[config.mk]
export PLATFORM = sky130hd
export DESIGN_NAME = rgb_to_hsv_convert_unit_flat
export DESIGN_NICKNAME = d
export VERILOG_FILES = /design/src/rtl/r2h_pkg.sv /design/src/rtl/r2h_if.sv /design/src/rtl/r2h_front.sv /design/src/rtl/r2h_cell.sv /design/src/rtl/rgb_to_hsv_convert_unit.sv /design/src/flat_wrapper.sv
export SDC_FILE = /design/constraint.sdc
export NUM_CORES = 2
export LEC_CHECK = 0
export ABC_AREA = 1
export BUFFER_PORTS_ARGS = -buffer_cell sky130_fd_sc_hd__buf_2
export CELL_PAD_IN_SITES_DETAIL_PLACEMENT = 1
export CELL_PAD_IN_SITES_GLOBAL_PLACEMENT = 1
export CORE_MARGIN = 3
export CORE_UTILIZATION = 52
export DETAILED_ROUTE_END_ITERATION = 16
export GPL_TIMING_DRIVEN = 0
export HOLD_SLACK_MARGIN = 0.15
export MAX_ROUTING_LAYER = met4
export PLACE_DENSITY = 0.81
export SLEW_MARGIN = 5
export SYNTH_ARGS = -nofsm -noshare
export SYNTH_HDL_FRONTEND = slang
export SYNTH_SLANG_ARGS = --single-unit
[constraint.sdc]
create_clock -name i_clk -period 6.7 [get_ports i_clk]
set_input_delay 0 -clock i_clk [delete_from_list [all_inputs] [get_ports i_clk]]
set_output_delay 0 -clock i_clk [all_outputs]
set_load 0.02 [all_outputs]
[src/rtl/r2h_pkg.sv]
// shared widths and the per-stage data record of the rgb to hsv pipeline
// used by the interfaces, the front stage, the divider cells and the top level
package r2h_pkg;

    localparam int CH_W    = 8;           // one color channel
    localparam int HUE_W   = 16;          // hue in 1/65536 turn
    localparam int HDIV_W  = 11;          // 6*delta, at most 1530
    localparam int SNUM_W  = 16;          // 255*delta
    localparam int N_CELLS = HUE_W;       // one quotient bit per cell

    typedef struct packed {
        logic [HDIV_W-1:0] hue_rem;       // partial remainder, below hue_div
        logic [HDIV_W-1:0] hue_div;       // 6*delta, or 1 for a grey pixel
        logic [HUE_W-1:0]  hue_quo;       // quotient bits shifted in at the lsb
        logic [CH_W-1:0]   sat_rem;       // partial remainder, below sat_div
        logic [CH_W-1:0]   sat_div;       // max, or 1 for a black pixel
        logic [SNUM_W-1:0] sat_word;      // dividend out at the msb, quotient in at the lsb
        logic [CH_W-1:0]   brightness;
    } t_cell_data;

endpackage

[src/rtl/r2h_if.sv]
// valid/ready channels of the rgb to hsv block: pixel in, hsv result out
// depends on r2h_pkg for the field widths
interface r2h_pix_if;
    logic                     valid;
    logic                     ready;
    logic [r2h_pkg::CH_W-1:0] red;
    logic [r2h_pkg::CH_W-1:0] green;
    logic [r2h_pkg::CH_W-1:0] blue;

    modport source (output valid, output red, output green, output blue, input ready);
    modport sink   (input valid, input red, input green, input blue, output ready);
endinterface

interface r2h_hsv_if;
    logic                      valid;
    logic                      ready;
    logic [r2h_pkg::HUE_W-1:0] hue_turn;
    logic [r2h_pkg::CH_W-1:0]  saturation;
    logic [r2h_pkg::CH_W-1:0]  brightness;

    modport source (output valid, output hue_turn, output saturation, output brightness,
                    input ready);
    modport sink   (input valid, input hue_turn, input saturation, input brightness,
                    output ready);
endinterface

[src/rtl/r2h_front.sv]
// front stage: max, min, delta, hue sector numerator and divisors of one pixel
// depends on r2h_pkg and r2h_pix_if; feeds the first divider cell
module r2h_front (
    input  logic                i_clk,
    input  logic                i_rst_n,
    r2h_pix_if.sink             i_pix,
    output logic                o_valid,
    output r2h_pkg::t_cell_data o_data,
    input  logic                i_ready
);

    localparam int CH_W   = r2h_pkg::CH_W;
    localparam int HDIV_W = r2h_pkg::HDIV_W;
    localparam int PAD_W  = HDIV_W - CH_W;

    logic                r_valid;
    r2h_pkg::t_cell_data r_data;
    r2h_pkg::t_cell_data n_data;

    logic [CH_W-1:0]   mx;
    logic [CH_W-1:0]   mn;
    logic [CH_W-1:0]   delta;
    logic [HDIV_W-1:0] d_ext;
    logic [HDIV_W-1:0] r_ext;
    logic [HDIV_W-1:0] g_ext;
    logic [HDIV_W-1:0] b_ext;
    logic [HDIV_W-1:0] d6;
    logic [HDIV_W-1:0] num;

    assign i_pix.ready = !r_valid || i_ready;

    always_comb begin
        mx = i_pix.red;
        if (i_pix.green > mx) mx = i_pix.green;
        if (i_pix.blue > mx)  mx = i_pix.blue;
        mn = i_pix.red;
        if (i_pix.green < mn) mn = i_pix.green;
        if (i_pix.blue < mn)  mn = i_pix.blue;
        delta = mx - mn;

        d_ext = {{PAD_W{1'b0}}, delta};
        r_ext = {{PAD_W{1'b0}}, i_pix.red};
        g_ext = {{PAD_W{1'b0}}, i_pix.green};
        b_ext = {{PAD_W{1'b0}}, i_pix.blue};
        d6    = (d_ext << 2) + (d_ext << 1);

        // sector numerator, in [0, 6*delta) when delta is nonzero, else zero; ties go red, then green
        if (i_pix.red == mx) begin
            if (i_pix.green >= i_pix.blue) begin
                num = g_ext - b_ext;
            end else begin
                num = d6 - (b_ext - g_ext);
            end
        end else if (i_pix.green == mx) begin
            num = (d_ext << 1) + b_ext - r_ext;
        end else begin
            num = (d_ext << 2) + r_ext - g_ext;
        end

        n_data.hue_rem    = num;
        // a divisor of one with a zero dividend gives a zero quotient
        n_data.hue_div    = (delta == '0) ? HDIV_W'(1) : d6;
        n_data.hue_quo    = '0;
        n_data.sat_rem    = '0;
        n_data.sat_div    = (mx == '0) ? CH_W'(1) : mx;
        n_data.sat_word   = {delta, {CH_W{1'b0}}} - {{CH_W{1'b0}}, delta};
        n_data.brightness = mx;
    end

    always_ff @(posedge i_clk) begin
        if (!i_rst_n) begin
            r_valid <= 1'b0;
        end else if (i_pix.ready) begin
            r_valid <= i_pix.valid;
        end
    end

    always_ff @(posedge i_clk) begin
        if (i_pix.ready && i_pix.valid) begin
            r_data <= n_data;
        end
    end

    assign o_valid = r_valid;
    assign o_data  = r_data;

endmodule

[src/rtl/r2h_cell.sv]
// one divider cell: a restoring step for hue and one for saturation
// depends on r2h_pkg; cells are chained by the top level
module r2h_cell (
    input  logic                i_clk,
    input  logic                i_rst_n,
    input  logic                i_valid,
    input  r2h_pkg::t_cell_data i_data,
    output logic                o_ready,
    output logic                o_valid,
    output r2h_pkg::t_cell_data o_data,
    input  logic                i_ready
);

    localparam int CH_W   = r2h_pkg::CH_W;
    localparam int HDIV_W = r2h_pkg::HDIV_W;
    localparam int HUE_W  = r2h_pkg::HUE_W;
    localparam int SNUM_W = r2h_pkg::SNUM_W;

    logic                r_valid;
    r2h_pkg::t_cell_data r_data;
    r2h_pkg::t_cell_data n_data;

    logic [HDIV_W:0] hue_try;
    logic [HDIV_W:0] hue_sub;
    logic [CH_W:0]   sat_try;
    logic [CH_W:0]   sat_sub;
    logic            hue_bit;
    logic            sat_bit;

    assign o_ready = !r_valid || i_ready;

    always_comb begin
        hue_try = {i_data.hue_rem, 1'b0};
        hue_sub = hue_try - {1'b0, i_data.hue_div};
        hue_bit = (hue_try >= {1'b0, i_data.hue_div});

        sat_try = {i_data.sat_rem, i_data.sat_word[SNUM_W-1]};
        sat_sub = sat_try - {1'b0, i_data.sat_div};
        sat_bit = (sat_try >= {1'b0, i_data.sat_div});

        n_data          = i_data;
        n_data.hue_rem  = hue_bit ? hue_sub[HDIV_W-1:0] : hue_try[HDIV_W-1:0];
        n_data.hue_quo  = {i_data.hue_quo[HUE_W-2:0], hue_bit};
        n_data.sat_rem  = sat_bit ? sat_sub[CH_W-1:0] : sat_try[CH_W-1:0];
        n_data.sat_word = {i_data.sat_word[SNUM_W-2:0], sat_bit};
    end

    always_ff @(posedge i_clk) begin
        if (!i_rst_n) begin
            r_valid <= 1'b0;
        end else if (o_ready) begin
            r_valid <= i_valid;
        end
    end

    always_ff @(posedge i_clk) begin
        if (o_ready && i_valid) begin
            r_data <= n_data;
        end
    end

    assign o_valid = r_valid;
    assign o_data  = r_data;

endmodule

[src/rtl/rgb_to_hsv_convert_unit.sv]
// RGB to HSV converter: takes one pixel per clock unless the output stalls and returns
// hue (1/65536 turn), saturation and brightness, registered in every stage. A front
// stage finds max, min and the hue sector, then a row of sixteen divider cells each
// settles one quotient bit of both the hue and the saturation division. Every stage
// holds one pixel and has its own ready, so the row keeps one pixel per clock and
// fills its bubbles while the output is stalled; the last cell is the output register.
// depends on r2h_pkg, r2h_if, r2h_front and r2h_cell
module rgb_to_hsv_convert_unit (
    input  logic       i_clk,
    input  logic       i_rst_n,
    r2h_pix_if.sink    i_pix,
    r2h_hsv_if.source  o_hsv
);

    localparam int N_CELLS = r2h_pkg::N_CELLS;
    localparam int CH_W    = r2h_pkg::CH_W;

    logic                stg_valid [N_CELLS+1];
    logic                stg_ready [N_CELLS+1];
    r2h_pkg::t_cell_data stg_data  [N_CELLS+1];

    r2h_front u_front (
        .i_clk   (i_clk),
        .i_rst_n (i_rst_n),
        .i_pix   (i_pix),
        .o_valid (stg_valid[0]),
        .o_data  (stg_data[0]),
        .i_ready (stg_ready[0])
    );

    for (genvar k = 0; k < N_CELLS; k++) begin : g_cell
        r2h_cell u_cell (
            .i_clk   (i_clk),
            .i_rst_n (i_rst_n),
            .i_valid (stg_valid[k]),
            .i_data  (stg_data[k]),
            .o_ready (stg_ready[k]),
            .o_valid (stg_valid[k+1]),
            .o_data  (stg_data[k+1]),
            .i_ready (stg_ready[k+1])
        );
    end

    assign stg_ready[N_CELLS] = o_hsv.ready;

    assign o_hsv.valid      = stg_valid[N_CELLS];
    assign o_hsv.hue_turn   = stg_data[N_CELLS].hue_quo;
    // saturation never exceeds 255, so the upper quotient bits are zero
    assign o_hsv.saturation = stg_data[N_CELLS].sat_word[CH_W-1:0];
    assign o_hsv.brightness = stg_data[N_CELLS].brightness;

endmodule

[src/flat_wrapper.sv]
// flat-port wrapper written by rule: the top's interface ports become plain ports
module rgb_to_hsv_convert_unit_flat 
  (i_clk, i_rst_n, i_pix_valid, i_pix_red, i_pix_green, i_pix_blue, i_pix_ready, o_hsv_valid, o_hsv_hue_turn, o_hsv_saturation, o_hsv_brightness, o_hsv_ready);
  r2h_pix_if i_pix_i ();
  r2h_hsv_if o_hsv_i ();
  input  logic i_clk;
  input  logic i_rst_n;
  input wire logic [$bits(i_pix_i.valid)-1:0] i_pix_valid;
  input wire logic [$bits(i_pix_i.red)-1:0] i_pix_red;
  input wire logic [$bits(i_pix_i.green)-1:0] i_pix_green;
  input wire logic [$bits(i_pix_i.blue)-1:0] i_pix_blue;
  output wire logic [$bits(i_pix_i.ready)-1:0] i_pix_ready;
  output wire logic [$bits(o_hsv_i.valid)-1:0] o_hsv_valid;
  output wire logic [$bits(o_hsv_i.hue_turn)-1:0] o_hsv_hue_turn;
  output wire logic [$bits(o_hsv_i.saturation)-1:0] o_hsv_saturation;
  output wire logic [$bits(o_hsv_i.brightness)-1:0] o_hsv_brightness;
  input wire logic [$bits(o_hsv_i.ready)-1:0] o_hsv_ready;
  assign i_pix_i.valid = i_pix_valid;
  assign i_pix_i.red = i_pix_red;
  assign i_pix_i.green = i_pix_green;
  assign i_pix_i.blue = i_pix_blue;
  assign i_pix_ready = i_pix_i.ready;
  assign o_hsv_valid = o_hsv_i.valid;
  assign o_hsv_hue_turn = o_hsv_i.hue_turn;
  assign o_hsv_saturation = o_hsv_i.saturation;
  assign o_hsv_brightness = o_hsv_i.brightness;
  assign o_hsv_i.ready = o_hsv_ready;
  rgb_to_hsv_convert_unit u_core (.i_clk(i_clk), .i_rst_n(i_rst_n), .i_pix(i_pix_i), .o_hsv(o_hsv_i));
endmodule
## Yosys cells after proc, flatten, opt, wreduce, memory -nomap -nowiden

Index checks and enable logic that the tools add are counted.

| word-level totals | value |
|---|---|
| flip-flop bits (word level) | 1,153 |
| bits of input ports | 28 |
| word-level logic and storage cells | 315 |

| operators by class | value |
|---|---|
| add/sub/neg operators | 40 |
| $lt $le $gt $ge | 37 |
| equal/unequal tests | 2 |
| multiplexer cells | 37 |
| reductions and logical operators | 53 |

Operator list:

| operator | number |
|---|---|
| $mux W11 | 18 |
| $ge A12 B11 Y1 | 16 |
| $sub A11 B11 Y11 | 16 |
| $mux W8 | 18 |
| $ge A9 B8 Y1 | 15 |
| $sub A8 B8 Y8 | 15 |
| $sub A8 B8 Y9 | 2 |
| $logic_and A1 B1 Y1 | 17 |
| $logic_not A1 Y1 | 17 |
| $logic_or A1 B1 Y1 | 17 |
| $eq A8 B8 Y1 | 2 |
| $gt A8 B8 Y1 | 2 |
| $logic_not A8 Y1 | 2 |
| $lt A8 B8 Y1 | 2 |
| $sub A16 B8 Y16 | 1 |
| $add A10 B8 Y11 | 1 |
| $add A10 B9 Y11 | 1 |
| $sub A10 B8 Y11 | 1 |
| $sub A11 B8 Y11 | 1 |
| $add A9 B8 Y10 | 1 |
| $ge A1 B8 Y1 | 1 |
| $ge A8 B8 Y1 | 1 |
| $sub A1 B8 Y8 | 1 |
| $mux W1 | 1 |

## Longest topological paths before layout

| depth | value |
|---|---|
| word-level depth | 19 |
| mapped depth | 52 |
| gate-level depth less buffers | 51 |

## By module

Synthesis repeated with hierarchy kept, for this count alone.

| second synthesis, totals | value |
|---|---|
| cell total of the unflattened synthesis | 6,419 |
| area, all modules | 67,613.6 um2 |

Modules (own cells, without submodules):

| module | instances | cells each | area an instance (um2) |
|---|---|---|---|
| r2h_cell | 16 | 348 | 3,802.4 |
| r2h_front | 1 | 851 | 6,775.2 |

## Worst setup path after synthesis

No wires, ideal clock.

| timing | value |
|---|---|
| path type | input port to flip-flop |
| start point | input i_pix_green[1] |
| end point | register u_core.u_front.r_data (netlist bit u_core.u_front.o_data[76]) (data pin) |
| arrival | 5,835 ps |
| required time | 6,429 ps |
| setup slack | 595 ps |
| stages on the path | 41 |
| buffers on the path | 2 |
| cells stage by stage | inv_1 > ha_1 > nand2_1 > nand2_1 > nand2_1 > nand2_1 > nand2_1 > nand2_2 > nand2_2 > clkbuf_1 > o21ai_0 > inv_1 > ha_1 > nand2_1 > nor2_2 > nand2_1 > nand2_1 > nand2_2 > (+5 left out) > fa_1 > xor2_1 > inv_1 > ha_1 > nand3_1 > nand2_1 > a21oi_1 > a21oi_1 > a21oi_1 > o21ai_0 > a21o_1 > xor2_1 > inv_1 > ha_1 > inv_1 > or2_2 > nand3_1 > a32oi_1 |

RTL lines:

| item | line | RTL |
|---|---|---|
| start: declaration | flat_wrapper.sv:10 | `input wire logic [$bits(i_pix_i.green)-1:0] i_pix_green;` |
| end signal: assignment | r2h_front.sv:80 | `r_data <= n_data;` |
| end: declaration | r2h_front.sv:17 | `r2h_pkg::t_cell_data r_data;` |

==> out/metrics.cfg <==
[synth]
synth.ff_latch_count=1061
asyncSetResetFlopFracSynth=0
share_of_synthesized_area_occupied_by_flip_flops_and_latches=0.619
postSynthNetCount=4802
yosys_warnings=0
synth_cell_types=60
postSynth.topFlopCell=sky130_fd_sc_hd__edfxtp_1
post_synth_inst_count=4339
synth-edff-count=1044
post_synth_instance_area_um2=51200
syn_area_per_cell_um2=11.8

[route]
totalWireLength_um=124000
detailroute.via_count=32400
drc=0
route.detailed.wl_per_inst_um=21.0
routed_via_density=5.48
drtIter0Drc=1744
antenna_left=0
drtPass1Iterations=5

[clock_network]
clock-root-buffer=sky130_fd_sc_hd__clkbuf_16
cts_max_path_buffers=3
numClockSinks=1061
h-tree-depth=3
cts_buffers=105
cts.reportedPaths.clkPinSlew_ns=0.06
clock_latency_ns=0.68
cts_tree=yes

[setup_path]
critical_path.reg2reg.endpoint=u_core.u_front.o_valid
cp-start-kind=input port
path_class=in2reg
slowest_stage=sky130_fd_sc_hd__fa_2
critPathRequiredTime_ns=7.10
timing.critical_path.to_type=register
worst_setup_path_startpoint=i_pix_green[5]
cpMostUsedCell=sky130_fd_sc_hd__inv_1
crit_path_max_fanout=14
critical_path.reg2reg.startpoint=u_core.g_cell[15].u_cell.o_valid
depth_of_the_most_critical_reg_to_reg_path=37
crit_path_end=u_core.u_front.o_data[76]
setup.reg_to_reg.worst_slack_ns=1.42
worst_path_largest_cell_delay_ns=0.67
worstPathArrival_ns=6.63

[timing]
report.final.setup_viol=0
finalHoldViolations=0
achievable-frequency_ghz=0.160
timing.max_slew.rel_slack=0.357
layout_worst_path_cycle_share=0.931
finalWorstPathRequiredPeriod_ns=6.24
setup_tns_ns=0
worst-slew-pin-transition_ns=0.963
post-route-worst-setup-slack_ns=0.464
clock_skew_ns=0.0253
slew_violations=0

[finish]
post_route_cells_drive_above_1_share=0.0715
antenna_cells_inserted=0
area_delta_synth_final_pct=12.0
final_nets=5020
layout.filler_cells=9852
postLayoutCellArea_um2=57400
fin_util=0.591

[flow_run]
maximum_capacitance_violations=0

[pwr]
totalPowerFinal_uw=18000
cellPowerDensity_nw_per_um2=314
worst_ir_drop_vdd_mv=0.286
static-leakage-power_uw=0.0233

[grt]
first_global_vias=36600
overflow=0
grt_first_pass_wirelength_um=195000
global_route.usage.total=0.249
grt_antenna_before_repair=0
grt_max_degree=49

[hold_path]
hold_crit_path_type=in2reg
hold_path_startpoint=i_pix_red[6]

[placement]
buffer_ports.inserted=61
dpl_hpwl_um=91500
dpl_worst_slack_ns=-1.44
post_dp_cell_area_um2=53500
routabilityCongestion=0.886

[floorplan]
effective_utilization_at_floorplan=0.527
pin_count=62
chipWidth_um=320
core.rowCount=114
die_height_um=320
core-area_um2=97100
die_area_um2=102000

[outcome]
status=finished, final reports clean

logic make-up after synthesis:
family,Yosys count,synth area share
AOI/OAI and AO/OA,721,0.0769
and+or+nand+nor,1058,0.0871
DFF,1061,0.619
adders and majority gates,435,0.113
buffers and inverters,807,0.0594
xor gates and xnor gates,257,0.0443
final cells by class:
type,instances,area (um2),area share
inverter,748,2820,0.0492
multi-input combinational,2472,16700,0.290
timing repair buffer,112,961,0.0167
clock inverter,62,662,0.0115
sequential,1061,31700,0.552
clock buffer,133,2750,0.0480
tap,1276,1600,0.0278
buffer,57,228,0.00397
cells in the mapped netlist (all sizes together) (27+ instances only):
cell type,n,share of area
o21bai,27,0.0040
xnor2,55,0.0094
ha,386,0.094
edfxtp,1044,0.61
nor2,346,0.026
nor3,31,0.0031
xor2,202,0.035
inv,747,0.055
a21oi,318,0.031
a211oi,30,0.0044
o21ai,287,0.028
nand4,41,0.0053
nand3,80,0.0084
nand2,531,0.041
clkbuf,54,0.0040
fa,49,0.019
worst min path at each step:
stage | end | slack [ns] | cells past startpoint
6_report | u_core.u_front.o_data[6] | 0.22 | 5
5_1_grt | u_core.u_front.o_data[7] | 0.24 | 6
4_1_cts | u_core.u_front.o_data[7] | 0.16 | 5
3_5_place_dp | u_core.u_front.o_valid | 0.33 | 3
3_3_place_gp | u_core.u_front.o_valid | 0.28 | 3
2_1_floorplan | u_core.u_front.o_valid | 0.15 | 2
flip-flops by register name (all words and copies together), names as in the netlist:
register / count
u_core.g_cell.u_cell.o_data: 990
u_core.u_front.o_data: 54
u_core.g_cell.u_cell.o_valid: 16
u_core.u_front.o_valid: 1
routing by layer:
metal | wire length [um] | GRT usage
met1 | 42700 | 0.230
met4 | 7040 | 0.132
met3 | 3390 | 0.0276
met5 | 0 | -
met2 | 71200 | 0.495
layout by cell type, fill, tap and decap left out, types with 9 or more instances in the layout:
cell / Yosys / final
sky130_fd_sc_hd__xnor2_1: 55 / 55
sky130_fd_sc_hd__nor2_1: 339 / 329
sky130_fd_sc_hd__buf_12: 0 / 17
sky130_fd_sc_hd__nand4_1: 39 / 39
sky130_fd_sc_hd__nand2_1: 508 / 506
sky130_fd_sc_hd__o21ai_1: 6 / 11
sky130_fd_sc_hd__edfxtp_1: 1044 / 1044
sky130_fd_sc_hd__ha_1: 386 / 384
sky130_fd_sc_hd__fa_1: 49 / 48
sky130_fd_sc_hd__o21ai_0: 278 / 267
sky130_fd_sc_hd__nor3_1: 30 / 30
sky130_fd_sc_hd__xor2_1: 201 / 199
sky130_fd_sc_hd__buf_2: 4 / 65
sky130_fd_sc_hd__dlygate4sd3_1: 0 / 24
sky130_fd_sc_hd__clkinv_2: 0 / 14
sky130_fd_sc_hd__clkinv_1: 1 / 22
sky130_fd_sc_hd__nand2_2: 17 / 18
sky130_fd_sc_hd__nor2_4: 2 / 11
sky130_fd_sc_hd__a31oi_1: 10 / 10
sky130_fd_sc_hd__nor4_1: 9 / 9
sky130_fd_sc_hd__clkbuf_1: 54 / 78
sky130_fd_sc_hd__inv_1: 742 / 731
sky130_fd_sc_hd__clkbuf_16: 0 / 106
sky130_fd_sc_hd__inv_2: 4 / 12
sky130_fd_sc_hd__clkinvlp_4: 0 / 10
sky130_fd_sc_hd__dfxtp_1: 17 / 17
sky130_fd_sc_hd__bufinv_16: 0 / 12
sky130_fd_sc_hd__a211oi_1: 30 / 28
sky130_fd_sc_hd__a21oi_1: 317 / 316
sky130_fd_sc_hd__o21bai_1: 26 / 26
sky130_fd_sc_hd__nand3_1: 76 / 76
sky130_fd_sc_hd__buf_4: 0 / 10
per-stage QoR:
stage / hold WS [ns] / cells
3_5_place_dp: 0.334 / 5693
2_1_floorplan: 0.155 / 4339
4_1_cts: 0.156 / 5910
3_3_place_gp: 0.278 / 5676
5_1_grt: 0.239 / 5921
6_report: 0.216 / 5921
timing repair:
| action | CTS | global route |
|---|---|---|
| buffers inserted | 0 | 10 |
| resized for setup | 9 | 30 |
| hold buffers | 23 | 1 |
| gates cloned | 0 | 1 |
| pin swaps | 0 | 2 |
| hold endpoints to repair | 114 | 2 |
| setup endpoints to repair | 6 | 5 |
power by group:
part / switching, uW / total [uW] / leakage, uW / internal (uW)
combinational: 2800 / 4350 / 0.0120 / 1550
clock: 2500 / 5880 / 0.00164 / 3380
sequential: 135 / 7810 / 0.00961 / 7680
worst max-delay path, delay by kind of cell:
kind	cells	cell delay (ns)
and+or+nand+nor	14	1.92
adders and majority gates	7	2.42
buffers and inverters	9	1.02
AOI/OAI and AO/OA	7	1.26
No activity file was read; power rests on OpenSTA's default activity.
